$ cat config.mk
export PLATFORM = sky130hd
export DESIGN_NAME = raw_huffman_dpcm_pixel_decoder_flat
export DESIGN_NICKNAME = d
export VERILOG_FILES = /design/src/rtl/core/rhd_pkg.sv /design/src/rtl/core/rhd_channels.sv /design/src/rtl/core/raw_huffman_dpcm_pixel_decoder.sv /design/src/rtl/core/rhd_front.sv /design/src/rtl/core/rhd_queue.sv /design/src/rtl/core/rhd_back.sv /design/src/flat_wrapper.sv
export SDC_FILE = /design/constraint.sdc
export NUM_CORES = 1
export LEC_CHECK = 0
export BUFFER_PORTS_ARGS = -buffer_cell sky130_fd_sc_hd__buf_4
export CAP_MARGIN = 5
export CELL_PAD_IN_SITES_DETAIL_PLACEMENT = 1
export CELL_PAD_IN_SITES_GLOBAL_PLACEMENT = 1
export CORE_MARGIN = 1.5
export CORE_UTILIZATION = 38
export CTS_CLUSTER_SIZE = 40
export DETAILED_ROUTE_END_ITERATION = 10
export PLACE_DENSITY = 0.7
export REMOVE_ABC_BUFFERS = 1
export SYNTH_ARGS = -nofsm -noshare
export SYNTH_HDL_FRONTEND = slang
export SYNTH_SLANG_ARGS = --single-unit
$ cat constraint.sdc
create_clock -name i_clk -period 9.5 [get_ports i_clk]
set_input_delay 0.95 -clock i_clk [delete_from_list [all_inputs] [get_ports i_clk]]
set_output_delay 0.95 -clock i_clk [all_outputs]
set_load 0.1 [all_outputs]
$ cat src/rtl/core/rhd_pkg.sv
package rhd_pkg;

    // Field widths
    localparam int BYTE_W  = 8;
    localparam int PIXEL_W = 16;
    localparam int STAT_W  = 2;
    localparam int CFG_IDX_W  = 1;
    localparam int CFG_DATA_W = 16;

    // Configuration register indexes
    localparam logic [CFG_IDX_W-1:0] CFG_IMAGE_WIDTH  = 1'd0;
    localparam logic [CFG_IDX_W-1:0] CFG_IMAGE_HEIGHT = 1'd1;

    // Configuration reset values
    localparam logic [CFG_DATA_W-1:0] RST_IMAGE_WIDTH  = 16'd2;
    localparam logic [CFG_DATA_W-1:0] RST_IMAGE_HEIGHT = 16'd1;

    // Result status codes
    localparam logic [STAT_W-1:0] STATUS_PIXEL     = 2'd0;
    localparam logic [STAT_W-1:0] STATUS_BAD_CODE  = 2'd1;
    localparam logic [STAT_W-1:0] STATUS_EARLY_END = 2'd2;

    // Bit buffer: at most 21 leftover bits plus one new byte
    localparam int BUF_W  = 29;
    localparam int HELD_W = $clog2(BUF_W + 1);

    // Symbols decoded from one byte at most
    localparam int SYMS_PER_BYTE = 3;

    // Default depth of the command queue between front and back
    localparam int RHD_QUEUE_DEPTH = 4;

    // Canonical Huffman table, lengths 1 to 10
    localparam int HUFF_MAX_LEN   = 10;
    localparam int HUFF_MAX_EXTRA = 12;
    localparam int HUFF_NSYM      = 13;

    localparam logic [HUFF_MAX_LEN-1:0] HUFF_FIRST [HUFF_MAX_LEN] = '{
        10'd0, 10'd0, 10'd4, 10'd14, 10'd30, 10'd62, 10'd126, 10'd254, 10'd510, 10'd1022
    };
    localparam logic [1:0] HUFF_COUNT [HUFF_MAX_LEN] = '{
        2'd0, 2'd2, 2'd3, 2'd1, 2'd1, 2'd1, 2'd1, 2'd1, 2'd1, 2'd2
    };
    localparam logic [3:0] HUFF_INDEX [HUFF_MAX_LEN] = '{
        4'd0, 4'd0, 4'd2, 4'd5, 4'd6, 4'd7, 4'd8, 4'd9, 4'd10, 4'd11
    };
    localparam logic [3:0] HUFF_SYMBOL [HUFF_NSYM] = '{
        4'd3, 4'd4, 4'd2, 4'd5, 4'd1, 4'd6, 4'd0, 4'd7, 4'd8, 4'd9, 4'd10, 4'd11, 4'd12
    };

    typedef struct packed {
        logic [3:0] len;
        logic [3:0] sym;
    } t_huff;

    typedef enum logic {
        CMD_PIXEL,
        CMD_EARLY_END
    } t_cmd_kind;

    // One queued command from the front to the back
    typedef struct packed {
        t_cmd_kind          kind;
        logic [PIXEL_W-1:0] diff;
        logic               last;
    } t_cmd;

    typedef struct packed {
        logic [CFG_DATA_W-1:0] width;
        logic [CFG_DATA_W-1:0] height;
    } t_cfg;

    // Code length and symbol of the code at the top of a 10-bit window.
    // Shortest matching length wins; the table is complete within 10 bits.
    function automatic t_huff huff_lookup(input logic [HUFF_MAX_LEN-1:0] top);
        t_huff                   res;
        logic [HUFF_MAX_LEN-1:0] code;
        logic [HUFF_MAX_LEN-1:0] off;
        logic [3:0]              pos;
        res.len = 4'(HUFF_MAX_LEN);
        res.sym = 4'd0;
        for (int k = HUFF_MAX_LEN; k >= 1; k--) begin
            code = top >> (HUFF_MAX_LEN - k);
            off  = code - HUFF_FIRST[k-1];
            pos  = HUFF_INDEX[k-1] + off[3:0];
            if (off < HUFF_MAX_LEN'(HUFF_COUNT[k-1])) begin
                res.len = 4'(k);
                res.sym = HUFF_SYMBOL[pos];
            end
        end
        return res;
    endfunction

endpackage

$ cat src/rtl/core/rhd_channels.sv
// Compressed byte channel
interface rhd_byte_if;
    import rhd_pkg::*;
    logic              valid;
    logic              ready;
    logic [BYTE_W-1:0] stream_byte;
    logic              last_byte;
    modport source (output valid, output stream_byte, output last_byte, input ready);
    modport sink   (input valid, input stream_byte, input last_byte, output ready);
endinterface

// Decoded pixel / status channel
interface rhd_pixel_if;
    import rhd_pkg::*;
    logic               valid;
    logic               ready;
    logic [PIXEL_W-1:0] pixel_value;
    logic [STAT_W-1:0]  status;
    logic               image_done;
    logic               run_last;
    modport source (output valid, output pixel_value, output status, output image_done,
                    output run_last, input ready);
    modport sink   (input valid, input pixel_value, input status, input image_done,
                    input run_last, output ready);
endinterface

// Configuration write channel
interface rhd_cfg_if;
    import rhd_pkg::*;
    logic                  valid;
    logic                  ready;
    logic [CFG_IDX_W-1:0]  index;
    logic [CFG_DATA_W-1:0] data;
    modport source (output valid, output index, output data, input ready);
    modport sink   (input valid, input index, input data, output ready);
endinterface

$ cat src/rtl/core/raw_huffman_dpcm_pixel_decoder.sv
// Front: a byte is taken only while the front is idle, once the previous byte is
// fully decoded; each byte yields 0 to 3 symbols, decoded one symbol a cycle
// while the queue accepts them. Back: one queued command becomes one result per
// cycle while results are taken; once halted it drops the commands instead.
// Reset: i_rst_n low at a clock edge clears the bit buffer, predictors, position,
// halt flag and queue, and loads image_width 2 and image_height 1; no clearing pass.
module raw_huffman_dpcm_pixel_decoder #(
    parameter int QUEUE_DEPTH = rhd_pkg::RHD_QUEUE_DEPTH
) (
    input  logic        i_clk,
    input  logic        i_rst_n,
    rhd_byte_if.sink    i_byte,
    rhd_pixel_if.source o_pixel,
    rhd_cfg_if.sink     i_cfg
);
    import rhd_pkg::*;

    t_cfg r_cfg;
    logic push_valid;
    t_cmd push_cmd;
    logic push_ready;
    logic pop_valid;
    t_cmd pop_cmd;
    logic pop_ready;

    // Configuration registers
    assign i_cfg.ready = 1'b1;

    always_ff @(posedge i_clk) begin
        if (!i_rst_n) begin
            r_cfg.width  <= RST_IMAGE_WIDTH;
            r_cfg.height <= RST_IMAGE_HEIGHT;
        end else if (i_cfg.valid) begin
            unique case (i_cfg.index)
                CFG_IMAGE_WIDTH:  r_cfg.width  <= i_cfg.data;
                CFG_IMAGE_HEIGHT: r_cfg.height <= i_cfg.data;
                default: begin
                end
            endcase
        end
    end

    rhd_front u_front (
        .i_clk        (i_clk),
        .i_rst_n      (i_rst_n),
        .i_byte       (i_byte),
        .o_push_valid (push_valid),
        .o_push_cmd   (push_cmd),
        .i_push_ready (push_ready)
    );

    rhd_queue #(
        .DEPTH (QUEUE_DEPTH)
    ) u_queue (
        .i_clk        (i_clk),
        .i_rst_n      (i_rst_n),
        .i_push_valid (push_valid),
        .i_push_cmd   (push_cmd),
        .o_push_ready (push_ready),
        .o_pop_valid  (pop_valid),
        .o_pop_cmd    (pop_cmd),
        .i_pop_ready  (pop_ready)
    );

    rhd_back u_back (
        .i_clk       (i_clk),
        .i_rst_n     (i_rst_n),
        .i_cfg       (r_cfg),
        .i_pop_valid (pop_valid),
        .i_pop_cmd   (pop_cmd),
        .o_pop_ready (pop_ready),
        .o_pixel     (o_pixel)
    );

endmodule

$ cat src/rtl/core/rhd_front.sv
module rhd_front (
    input  logic          i_clk,
    input  logic          i_rst_n,
    rhd_byte_if.sink      i_byte,
    output logic          o_push_valid,
    output rhd_pkg::t_cmd o_push_cmd,
    input  logic          i_push_ready
);
    import rhd_pkg::*;

    localparam int CNT_W = $clog2(SYMS_PER_BYTE + 1);

    typedef enum logic [1:0] {
        S_IDLE,
        S_DECODE,
        S_EARLY
    } t_state;

    t_state             r_state;
    logic [BUF_W-1:0]   r_buf;
    logic [HELD_W-1:0]  r_held;
    logic [CNT_W-1:0]   r_cnt;
    logic               r_last;
    logic               r_pend_valid;
    t_cmd               r_pend;

    logic [BUF_W-1:0]          aligned;
    logic [BUF_W-1:0]          rest;
    t_huff                     hl;
    logic [HUFF_MAX_EXTRA-1:0] ext;
    logic [HUFF_MAX_EXTRA-1:0] extra12;
    logic [PIXEL_W-1:0]        extra16;
    logic [PIXEL_W-1:0]        mask16;
    logic                      sign_bit;
    logic [PIXEL_W-1:0]        diff;
    logic [HELD_W-1:0]         total;
    logic [HELD_W-1:0]         held_next;
    logic [BUF_W-1:0]          buf_next;
    logic                      dec_ok;
    logic                      take_sym;

    // Decode the code at the head of the buffer
    always_comb begin
        aligned   = r_buf << (HELD_W'(BUF_W) - r_held);
        hl        = huff_lookup(aligned[BUF_W-1 -: HUFF_MAX_LEN]);
        rest      = aligned << hl.len;
        ext       = rest[BUF_W-1 -: HUFF_MAX_EXTRA];
        extra12   = ext >> (4'(HUFF_MAX_EXTRA) - hl.sym);
        extra16   = PIXEL_W'(extra12);
        mask16    = (PIXEL_W'(1) << hl.sym) - PIXEL_W'(1);
        // Leading extra bit clear means a negative difference
        sign_bit  = |(extra16 & (mask16 ^ (mask16 >> 1)));
        diff      = sign_bit ? extra16 : (extra16 - mask16);
        total     = HELD_W'(hl.len) + HELD_W'(hl.sym);
        held_next = r_held - total;
        buf_next  = r_buf & ~({BUF_W{1'b1}} << held_next);
        dec_ok    = (total <= r_held) && (r_cnt != CNT_W'(SYMS_PER_BYTE));
    end

    // Queue push: the pending symbol goes out once the next decode shows whether it ends the byte
    always_comb begin
        o_push_valid = 1'b0;
        o_push_cmd   = r_pend;
        take_sym     = 1'b0;
        unique case (r_state)
            S_IDLE: begin
            end
            S_DECODE: begin
                if (dec_ok) begin
                    if (r_pend_valid) begin
                        o_push_valid    = 1'b1;
                        o_push_cmd.last = 1'b0;
                        take_sym        = i_push_ready;
                    end else begin
                        take_sym = 1'b1;
                    end
                end else if (r_pend_valid) begin
                    o_push_valid    = 1'b1;
                    o_push_cmd.last = !r_last;
                end
            end
            S_EARLY: begin
                o_push_valid    = 1'b1;
                o_push_cmd.kind = CMD_EARLY_END;
                o_push_cmd.diff = '0;
                o_push_cmd.last = 1'b1;
            end
            default: begin
            end
        endcase
    end

    assign i_byte.ready = (r_state == S_IDLE);

    // Sequencer and bit buffer
    always_ff @(posedge i_clk) begin
        if (!i_rst_n) begin
            r_state      <= S_IDLE;
            r_buf        <= '0;
            r_held       <= '0;
            r_cnt        <= '0;
            r_last       <= 1'b0;
            r_pend_valid <= 1'b0;
        end else begin
            unique case (r_state)
                S_IDLE: begin
                    if (i_byte.valid) begin
                        r_buf   <= {r_buf[BUF_W-BYTE_W-1:0], i_byte.stream_byte};
                        r_held  <= r_held + HELD_W'(BYTE_W);
                        r_cnt   <= '0;
                        r_last  <= i_byte.last_byte;
                        r_state <= S_DECODE;
                    end
                end
                S_DECODE: begin
                    if (take_sym) begin
                        r_buf        <= buf_next;
                        r_held       <= held_next;
                        r_cnt        <= r_cnt + CNT_W'(1);
                        r_pend_valid <= 1'b1;
                        r_pend.kind  <= CMD_PIXEL;
                        r_pend.diff  <= diff;
                        r_pend.last  <= 1'b0;
                    end else if (!dec_ok && (!r_pend_valid || i_push_ready)) begin
                        r_pend_valid <= 1'b0;
                        r_state      <= r_last ? S_EARLY : S_IDLE;
                    end
                end
                S_EARLY: begin
                    if (i_push_ready) begin
                        r_state <= S_IDLE;
                    end
                end
                default: begin
                    r_state <= S_IDLE;
                end
            endcase
        end
    end

endmodule

$ cat src/rtl/core/rhd_queue.sv
module rhd_queue #(
    parameter int DEPTH = rhd_pkg::RHD_QUEUE_DEPTH
) (
    input  logic          i_clk,
    input  logic          i_rst_n,
    input  logic          i_push_valid,
    input  rhd_pkg::t_cmd i_push_cmd,
    output logic          o_push_ready,
    output logic          o_pop_valid,
    output rhd_pkg::t_cmd o_pop_cmd,
    input  logic          i_pop_ready
);
    import rhd_pkg::*;

    localparam int PTR_W = $clog2(DEPTH);
    localparam int CNT_W = $clog2(DEPTH + 1);

    t_cmd             r_mem [DEPTH];
    logic [PTR_W-1:0] r_wr;
    logic [PTR_W-1:0] r_rd;
    logic [CNT_W-1:0] r_count;

    logic push;
    logic pop;

    assign o_push_ready = (r_count != CNT_W'(DEPTH));
    assign o_pop_valid  = (r_count != '0);
    assign o_pop_cmd    = r_mem[r_rd];
    assign push         = i_push_valid && o_push_ready;
    assign pop          = o_pop_valid && i_pop_ready;

    // Storage
    always_ff @(posedge i_clk) begin
        if (push) begin
            r_mem[r_wr] <= i_push_cmd;
        end
    end

    // Pointers and fill level
    always_ff @(posedge i_clk) begin
        if (!i_rst_n) begin
            r_wr    <= '0;
            r_rd    <= '0;
            r_count <= '0;
        end else begin
            if (push) begin
                r_wr <= (r_wr == PTR_W'(DEPTH - 1)) ? '0 : r_wr + PTR_W'(1);
            end
            if (pop) begin
                r_rd <= (r_rd == PTR_W'(DEPTH - 1)) ? '0 : r_rd + PTR_W'(1);
            end
            unique case ({push, pop})
                2'b10:   r_count <= r_count + CNT_W'(1);
                2'b01:   r_count <= r_count - CNT_W'(1);
                default: r_count <= r_count;
            endcase
        end
    end

endmodule

$ cat src/rtl/core/rhd_back.sv
module rhd_back (
    input  logic          i_clk,
    input  logic          i_rst_n,
    input  rhd_pkg::t_cfg i_cfg,
    input  logic          i_pop_valid,
    input  rhd_pkg::t_cmd i_pop_cmd,
    output logic          o_pop_ready,
    rhd_pixel_if.source   o_pixel
);
    import rhd_pkg::*;

    localparam int POS_W = 16;

    logic [PIXEL_W-1:0] r_up   [4];
    logic [PIXEL_W-1:0] r_left [2];
    logic [POS_W-1:0]   r_col;
    logic [POS_W-1:0]   r_row;
    logic               r_halted;
    logic               r_out_valid;
    logic [PIXEL_W-1:0] r_pix;
    logic [STAT_W-1:0]  r_status;
    logic               r_done;
    logic               r_run_last;

    logic               par;
    logic [1:0]         ui;
    logic               first_pair;
    logic [PIXEL_W-1:0] pred;
    logic [PIXEL_W-1:0] n_sum;
    logic [POS_W:0]     w_up;
    logic [POS_W:0]     weff;
    logic [POS_W:0]     heff;
    logic               row_end;
    logic               done;
    logic               load;

    // Prediction and position tests for the command at the queue head
    always_comb begin
        par        = r_col[0];
        ui         = {r_row[0], par};
        first_pair = (r_col[POS_W-1:1] == '0);
        pred       = first_pair ? r_up[ui] : r_left[par];
        n_sum      = pred + i_pop_cmd.diff;
        w_up       = {1'b0, i_cfg.width} + (POS_W+1)'(1);
        weff       = {w_up[POS_W:1], 1'b0};
        if (weff < (POS_W+1)'(2)) begin
            weff = (POS_W+1)'(2);
        end
        heff       = (i_cfg.height == '0) ? {1'b1, {POS_W{1'b0}}} : {1'b0, i_cfg.height};
        row_end    = ({1'b0, r_col} + (POS_W+1)'(1)) >= weff;
        done       = row_end && (({1'b0, r_row} + (POS_W+1)'(1)) >= heff);
    end

    // Once halted, commands are drained and dropped
    assign o_pop_ready = r_halted || !r_out_valid || o_pixel.ready;
    assign load        = i_pop_valid && o_pop_ready && !r_halted;

    assign o_pixel.valid       = r_out_valid;
    assign o_pixel.pixel_value = r_pix;
    assign o_pixel.status      = r_status;
    assign o_pixel.image_done  = r_done;
    assign o_pixel.run_last    = r_run_last;

    // Predictors, position and output register
    always_ff @(posedge i_clk) begin
        if (!i_rst_n) begin
            r_up        <= '{default: '0};
            r_left      <= '{default: '0};
            r_col       <= '0;
            r_row       <= '0;
            r_halted    <= 1'b0;
            r_out_valid <= 1'b0;
        end else begin
            if (o_pixel.ready) begin
                r_out_valid <= 1'b0;
            end
            if (load) begin
                r_out_valid <= 1'b1;
                unique case (i_pop_cmd.kind)
                    CMD_EARLY_END: begin
                        r_pix      <= '0;
                        r_status   <= STATUS_EARLY_END;
                        r_done     <= 1'b0;
                        r_run_last <= i_pop_cmd.last;
                        r_halted   <= 1'b1;
                    end
                    CMD_PIXEL: begin
                        if (first_pair) begin
                            r_up[ui] <= n_sum;
                        end
                        r_left[par] <= n_sum;
                        r_pix       <= n_sum;
                        r_status    <= STATUS_PIXEL;
                        r_done      <= done;
                        r_run_last  <= i_pop_cmd.last || done;
                        if (done) begin
                            r_halted <= 1'b1;
                        end else if (row_end) begin
                            r_col <= '0;
                            r_row <= r_row + POS_W'(1);
                        end else begin
                            r_col <= r_col + POS_W'(1);
                        end
                    end
                    default: begin
                    end
                endcase
            end
        end
    end

endmodule

$ cat src/flat_wrapper.sv
// flat-port wrapper written by rule: the top's interface ports become plain ports
module raw_huffman_dpcm_pixel_decoder_flat import rhd_pkg::*;
#(
    parameter int QUEUE_DEPTH = rhd_pkg::RHD_QUEUE_DEPTH
)
  (i_clk, i_rst_n, i_byte_valid, i_byte_stream_byte, i_byte_last_byte, i_byte_ready, o_pixel_valid, o_pixel_pixel_value, o_pixel_status, o_pixel_image_done, o_pixel_run_last, o_pixel_ready, i_cfg_valid, i_cfg_index, i_cfg_data, i_cfg_ready);
  rhd_byte_if i_byte_i ();
  rhd_pixel_if o_pixel_i ();
  rhd_cfg_if i_cfg_i ();
  input  logic i_clk;
  input  logic i_rst_n;
  input wire logic [$bits(i_byte_i.valid)-1:0] i_byte_valid;
  input wire logic [$bits(i_byte_i.stream_byte)-1:0] i_byte_stream_byte;
  input wire logic [$bits(i_byte_i.last_byte)-1:0] i_byte_last_byte;
  output wire logic [$bits(i_byte_i.ready)-1:0] i_byte_ready;
  output wire logic [$bits(o_pixel_i.valid)-1:0] o_pixel_valid;
  output wire logic [$bits(o_pixel_i.pixel_value)-1:0] o_pixel_pixel_value;
  output wire logic [$bits(o_pixel_i.status)-1:0] o_pixel_status;
  output wire logic [$bits(o_pixel_i.image_done)-1:0] o_pixel_image_done;
  output wire logic [$bits(o_pixel_i.run_last)-1:0] o_pixel_run_last;
  input wire logic [$bits(o_pixel_i.ready)-1:0] o_pixel_ready;
  input wire logic [$bits(i_cfg_i.valid)-1:0] i_cfg_valid;
  input wire logic [$bits(i_cfg_i.index)-1:0] i_cfg_index;
  input wire logic [$bits(i_cfg_i.data)-1:0] i_cfg_data;
  output wire logic [$bits(i_cfg_i.ready)-1:0] i_cfg_ready;
  assign i_byte_i.valid = i_byte_valid;
  assign i_byte_i.stream_byte = i_byte_stream_byte;
  assign i_byte_i.last_byte = i_byte_last_byte;
  assign i_byte_ready = i_byte_i.ready;
  assign o_pixel_valid = o_pixel_i.valid;
  assign o_pixel_pixel_value = o_pixel_i.pixel_value;
  assign o_pixel_status = o_pixel_i.status;
  assign o_pixel_image_done = o_pixel_i.image_done;
  assign o_pixel_run_last = o_pixel_i.run_last;
  assign o_pixel_i.ready = o_pixel_ready;
  assign i_cfg_i.valid = i_cfg_valid;
  assign i_cfg_i.index = i_cfg_index;
  assign i_cfg_i.data = i_cfg_data;
  assign i_cfg_ready = i_cfg_i.ready;
  raw_huffman_dpcm_pixel_decoder #(.QUEUE_DEPTH(QUEUE_DEPTH)) u_core (.i_clk(i_clk), .i_rst_n(i_rst_n), .i_byte(i_byte_i), .o_pixel(o_pixel_i), .i_cfg(i_cfg_i));
endmodule
==> results of run 1 <==
==> worst max-delay path, delay by kind of cell, from the launching register on <==
| kind | cells | cell delay (ns) |
|---|---|---|
| multiplexers | 3 | 1.34 |
| AND/OR/NAND/NOR | 10 | 1.53 |
| AO/OA/AOI/OAI | 11 | 3.01 |
| adder cells (fa/ha/maj) | 2 | 0.55 |
| flip-flops | 1 | 0.42 |
| XOR/XNOR | 2 | 0.62 |
| buffers and inverters | 6 | 1.11 |
==> placed cells by master (no fill, tap or decap), types with 13 or more instances in the layout <==
master	n
or2_2	13
nor4b_1	13
o21a_1	30
and3_1	28
a21o_1	23
o21ai_0	93
buf_4	110
dfxtp_1	208
nor2_1	333
a211oi_1	21
o21ai_1	14
nand2b_1	42
ha_1	124
nor3_1	48
nand2_1	219
o22ai_1	28
nand3_1	66
and2_1	20
edfxtp_1	107
clkbuf_16	38
mux2i_1	110
a31oi_1	22
a21oi_1	237
a22oi_1	22
o211ai_1	13
inv_1	77
mux4_2	64
nor2b_1	43
xor2_1	37
nor4_1	20
xnor2_1	62
==> per-layer routing <==
metal | global-route usage | wire length, um | vias up
met5 | 0 | 0 | -
met3 | 0.0278 | 3080 | 158
li1 | - | - | 9171
met2 | 0.400 | 34600 | 498
met4 | 0.0851 | 2300 | 0
met1 | 0.291 | 29800 | 9650
==> repair_timing <==
item / 4_1_cts / 5_1_grt
setup endpoints to repair: 2 / 13
pin swaps: 0 / 2
hold endpoints to repair: 0 / 0
setup buffers: 0 / 4
gates resized for setup: 2 / 19
==> synthesized netlist by cell type (all sizes together) (6+ instances only) <==
cell     count  area, um^2
or2         15        93.8
nor2b       43         269
xnor2       64         576
ha         125        1560
a31oi       23         150
nand2      221         837
edfxtp     107        3210
o21ai      111         571
nand2b      42         263
a211oi      22         170
a21oi      238        1200
a21boi       7        52.6
xor2        39         342
a311oi      10         111
o22ai       28         175
mux2        12         135
nor4b       14         129
a21o        23         173
o31a         6        52.6
a221oi       6        70.1
o21bai      10        75.1
inv         91         344
nor4        23         156
nor3        52         282
mux4        64        1440
o221ai       6        52.6
dfxtp      211        4220
nand3       69         345
and4         6        52.6
buf         51         344
a2111oi      9         123
and3        28         175
o211ai      13        97.6
nor2       334        1250
or3          9        61.3
o31ai        7        66.3
a22oi       24         190
o2111ai      6        70.1
nand4       12        75.1
clkbuf      96         360
o21a        30         225
and2        22         138
mux2i      112        1130
==> final cells by class <==
class                      instances  area [um^2]
sequential                       318         7440
fill                            6731        33200
clock buffer                      45          981
clock inverter                    17          193
inverter                          93          360
multi-input combinational       1968        13900
tap                              765          957
timing repair buffer             111          846
==> per-stage QoR <==
step | TNS (ns) | area (um^2) | hold WS, ns | cells | util
final | 0 | 24600 | 0.463 | 3317 | 0.426
after floorplan | -21.75 | 21600 | 0.436 | 2379 | -
after global routing | 0 | 24600 | 0.496 | 3317 | 0.426
after CTS | 0 | 24500 | 0.465 | 3313 | 0.424
after detailed placement | -0.0310 | 23300 | 0.457 | 3251 | 0.404
after global placement | 0 | 23300 | 0.445 | 3251 | 0.404
==> worst paths after layout <==
path | start | cells after the start | to
max | u_core.u_front.r_held[1] | 34 | u_core.u_front.r_pend[16]
min reg2reg | u_core.u_back.r_left[16] | 2 | u_core.u_back.r_left[16]
max reg2reg | u_core.u_front.r_held[1] | 34 | u_core.u_front.r_pend[16]
min | u_core.u_back.r_left[16] | 2 | u_core.u_back.r_left[16]
==> kinds of logic after synthesis <==
logic type                 Yosys count
adders and majority gates          131
xor gates and xnor gates           104
buffers and inverters              240
and+or+nand+nor                    907
other                                2
AOI/OAI and AO/OA                  636
DFF                                318
muxes                              188
==> state kept, by name, summed over array words and instances (netlist names), 2 cells and up, named ones only <==
signal and cells:
u_core.u_queue.r_mem 72, u_core.u_back.r_up 64, u_core.r_cfg 32, u_core.u_back.r_left 32
u_core.u_front.r_buf 29, u_core.u_back.o_pixel.pixel_value 16, u_core.u_back.r_col 16, u_core.u_back.r_row 16
u_core.u_front.r_pend 16, u_core.u_front.r_held 5, u_core.u_queue.r_count 3, u_core.u_front.r_cnt 2
u_core.u_front.r_state 2, u_core.u_queue.r_rd 2, u_core.u_queue.r_wr 2
==> impl_metrics.py, run 1 <==
metrics = {
    "clock_tree": {
        "cts_tree": "done",
        "clk_path_buf_depth": 3,
        "clock-sinks": 318,
        "cts_root_buf": "clkbuf_16",
        "numCtsBuffers": 34,
        "h-tree-depth": 2,
        "clk_latency_ns": 0.53,
        "path_clk_slew_ns": 0.06,
        "cts_hold_buf": 0,
    },
    "floorplanning": {
        "die_h_um": 245,
        "start_util": 0.385,
        "die_w_um": 245,
        "fp-row-count": 88,
        "core_area_mm2": 0.0578,
        "die_area_mm2": 0.0601,
        "ios": 54,
    },
    "sta": {
        "maxSlewHeadroom": 0.181,
        "fmax_mhz": 112,
        "fin_crit_ns": 8.91,
        "skew_ns": 0.0177,
        "drv_slew": 0,
        "finalSetupViolations": 0,
        "period_share": 0.938,
        "hold_viol": 0,
        "rsz0062_at_grt": "no",
        "worstMarginPinSlew_ns": 1.23,
        "setup_ws_ns": 0.590,
    },
    "synth": {
        "synthAdderAreaFrac": 0.0752,
        "synthArstFlopShare": 0,
        "synth.distinct_cells": 114,
        "synth_seq_cells": 318,
        "synth_area_mm2": 0.0223,
        "synth_top_family_by_area": "simple AND/OR/NAND/NOR gates",
        "yosys-mux-area-fraction": 0.122,
        "syn_area_per_cell_um2": 8.82,
        "yosys.area_share.xor_xnor": 0.0422,
        "syn_inst": 2526,
        "synth_edf_count": 107,
        "yosys.area_share.simple": 0.192,
        "synth_compound_area_frac": 0.188,
        "ys.warnings.count": 0,
        "ys_seq_area_frac": 0.334,
        "synthFlopType": "dfxtp_1",
    },
    "routing": {
        "via_per_inst": 5.87,
        "via_count": 19500,
        "drt_iter0_drc": 1185,
        "drt-total-wl_mm": 69.8,
        "drt-pass1-iter-count": 5,
        "wl_per_cell_um": 21.0,
        "final_antenna_net_count": 0,
        "drc_errors": 0,
    },
    "layout": {
        "drive_gt1_frac": 0.125,
        "fin_nets": 2687,
        "antenna_cells": 0,
        "syn_to_final_growth_pct": 10.6,
    },
    "critical_path": {
        "slowest_delay_ns": 0.49,
        "crit_path_frequent_cell": "nor2_1",
        "worst-setup-path-type": "reg -> reg",
        "cp.arrival_ns": 9.16,
        "cp-end-kind": "register",
        "crit_fanout": 54,
        "rrSetupSlack_ns": 0.59,
        "critPathLaunchType": "register",
        "crit_required_ns": 9.75,
        "cp_slowest_cell": "mux4_2",
    },
    "global_routing": {
        "antenna_found_initial": 0,
        "grt_max_degree": 125,
        "globalRoute.totalOverflow": 0,
        "grt_pass1_vias": 20500,
        "grt_usage": 0.230,
        "grt_pass1_wl_mm": 112,
    },
    "hold_path": {
        "hp-class": "reg -> reg",
    },
    "status": {
        "status": "finished clean",
    },
    "placed_design": {
        "place_ws_ns": -0.0310,
        "place_hpwl_mm": 50.7,
        "gp_congestion": 0.912,
        "port_buffers": 51,
    },
    "job": {
        "max_cap_violations": 0,
    },
}
Power of run 1 is left out: the tool's default activity adds up to more than one toggle a clock period on the data nets, which glitch-free logic cannot reach.
==> run 2: changes to the inputs <==
--- a/config.mk
+++ b/config.mk
@@ -14,7 +14,7 @@
 export CTS_CLUSTER_SIZE = 40
 export DETAILED_ROUTE_END_ITERATION = 10
 export PLACE_DENSITY = 0.7
-export REMOVE_ABC_BUFFERS = 1
 export SYNTH_ARGS = -nofsm -noshare
 export SYNTH_HDL_FRONTEND = slang
+export SYNTH_HIERARCHICAL = 1
 export SYNTH_SLANG_ARGS = --single-unit
==> impl_metrics.py, run 2 <==
metrics = {
    "routing": {
        "via_count": 21300,
        "drt-total-wl_mm": 77.1,
        "via_per_inst": 6.02,
        "wl_per_cell_um": 21.8,
        "drt-pass1-iter-count": 7,
        "drt_iter0_drc": 1433,
        "final_antenna_net_count": 0,
        "drc_errors": 0,
    },
    "global_routing": {
        "grt_max_degree": 82,
        "grt_pass1_vias": 22000,
        "globalRoute.totalOverflow": 0,
        "antenna_found_initial": 1,
        "grt_pass1_wl_mm": 122,
        "grt_usage": 0.238,
    },
    "placed_design": {
        "gp_congestion": 0.954,
        "place_hpwl_mm": 56.9,
        "placed_area_mm2": 0.0247,
        "place_ws_ns": 0.452,
        "port_buffers": 51,
    },
    "synth": {
        "post-synth-top-area-cell": "dfxtp_1",
        "synth_seq_cells": 318,
        "netlist.area_leader.share": 0.178,
        "synthFlopType": "dfxtp_1",
        "syn_area_per_cell_um2": 8.79,
        "synth_edf_count": 107,
        "syn_inst": 2693,
        "synth_area_mm2": 0.0237,
        "ys_seq_area_frac": 0.314,
        "ys_top_cells_by_area": "dfxtp_1, edfxtp_1, ha_1, nand2_1, mux4_2",
        "yosysMostFrequentCell": "nand2_1",
        "synthArstFlopShare": 0,
        "synthTopCellsByCount": "nand2_1, dfxtp_1, a21oi_1",
        "ys.warnings.count": 6,
        "syn_nets": 2855,
        "synth.distinct_cells": 124,
    },
    "layout": {
        "layout_commonest_cell": "nand2_1",
        "drive_gt1_frac": 0.130,
        "finish.instance_area_mm2": 0.0259,
        "regMostFlops": "u_core/u_queue/r_mem",
        "antenna_cells": 0,
        "fin_nets": 2832,
        "mostFrequentLayoutCells": "nand2_1, dfxtp_1, a21oi_1",
        "largest_reg_flops": 72,
        "reg_top3": "u_core/u_queue/r_mem (72), u_core/u_back/r_up (64)",
        "syn_to_final_growth_pct": 9.22,
    },
    "status": {
        "status": "finished clean",
    },
    "sta": {
        "period_share": 0.944,
        "drv_slew": 0,
        "skew_ns": 0.0268,
        "maxSlewHeadroom": 0.203,
        "finalSetupViolations": 0,
        "fmax_mhz": 112,
        "hold_viol": 0,
        "setup_ws_ns": 0.535,
        "tns_ns": 0,
        "rsz0062_at_grt": "no",
        "worstMarginPinSlew_ns": 1.19,
        "fin_crit_ns": 8.96,
    },
    "job": {
        "max_cap_violations": 0,
    },
    "clock_tree": {
        "cts_hold_buf": 0,
        "clock-sinks": 318,
        "clk_latency_ns": 0.55,
        "cts_tree": "done",
        "numCtsBuffers": 34,
        "cts_root_buf": "clkbuf_16",
        "path_clk_slew_ns": 0.06,
        "clk_path_buf_depth": 3,
        "h-tree-depth": 2,
    },
    "critical_path": {
        "critPathLaunchType": "register",
        "crit_buf_inv": 4,
        "cp_slowest_cell": "ha_1",
        "cp_top_family": "compound AO/OA/AOI/OAI gates",
        "cp-end-kind": "register",
        "slowest_delay_ns": 0.52,
        "worst-setup-path-type": "reg -> reg",
        "crit_required_ns": 9.87,
        "cp.arrival_ns": 9.34,
        "crit_fanout": 42,
    },
    "floorplanning": {
        "ios": 54,
        "start_util": 0.384,
        "die_h_um": 253,
        "core_area_mm2": 0.0616,
        "fp-row-count": 91,
        "die_area_mm2": 0.0638,
        "die_w_um": 253,
    },
    "hold_path": {
        "hp-class": "reg -> reg",
    },
}
[run 2: final cells by class]
cell class,count,area [um^2]
Tap cell,837,1050
Fill cell,7158,35700
Sequential cell,318,7440
Timing Repair Buffer,115,883
Multi-Input combinational cell,2114,15100
Clock buffer,48,985
Inverter,87,328
Clock inverter,11,103
[run 2: logic make-up (layout without fill, tap and decap cells)]
logic type | Yosys count | after routing | synth area share
compound gates | 698 | 698 | 0.210
xor+xnor | 97 | 97 | 0.0371
fa+ha+maj | 131 | 131 | 0.0708
buf+inv | 261 | 261 | 0.0517
flops | 318 | 318 | 0.314
mux | 188 | 188 | 0.107
other cells | 2 | 2 | 0.000317
simple gates | 998 | 998 | 0.209
[run 2: worst paths after layout]
kind	cells after the start	from	endpoint	slack (ns)
hold / removal	2	u_core/u_back/r_left[27]	u_core/u_back/r_left[27]	0.45
setup reg to reg	36	u_core/u_front/r_held[2]	u_core/u_front/r_pend[14]	0.54
hold reg to reg	2	u_core/u_back/r_left[27]	u_core/u_back/r_left[27]	0.45
setup / recovery	36	u_core/u_front/r_held[2]	u_core/u_front/r_pend[14]	0.54
[run 2: timing repair]
action	in CTS	in global routing
setup buffers	0	3
gates resized for setup	0	8
setup endpoints to repair	0	4
[run 2: stage by stage]
stage | utilization | std cells | hold WS, ns
6_report | 0.420 | 3530 | 0.454
4_1_cts | 0.419 | 3527 | 0.453
3_5_place_dp | 0.401 | 3468 | 0.444
5_1_grt | 0.420 | 3530 | 0.468
2_1_floorplan | - | 2693 | 0.429
3_3_place_gp | 0.401 | 3468 | 0.435
[run 2: layer usage]
metal / up-vias / routed length (um) / global-route usage
li1: 9946 / - / -
met1: 10600 / 34000 / 0.307
met2: 538 / 37500 / 0.411
met3: 148 / 3160 / 0.0237
met4: 0 / 2440 / 0.0838
met5: - / 0 / 0
[run 2: worst reg2reg max path: cells and delay by family (launching register included)]
kind,cells,cell delay [ns]
flip-flops,1,0.37
AO/OA/AOI/OAI,15,3.44
multiplexers,2,0.68
AND/OR/NAND/NOR,9,1.53
buffers and inverters,4,0.73
XOR/XNOR,1,0.31
adder cells (fa/ha/maj),5,1.76
Power of run 2 is left out for the same reason.
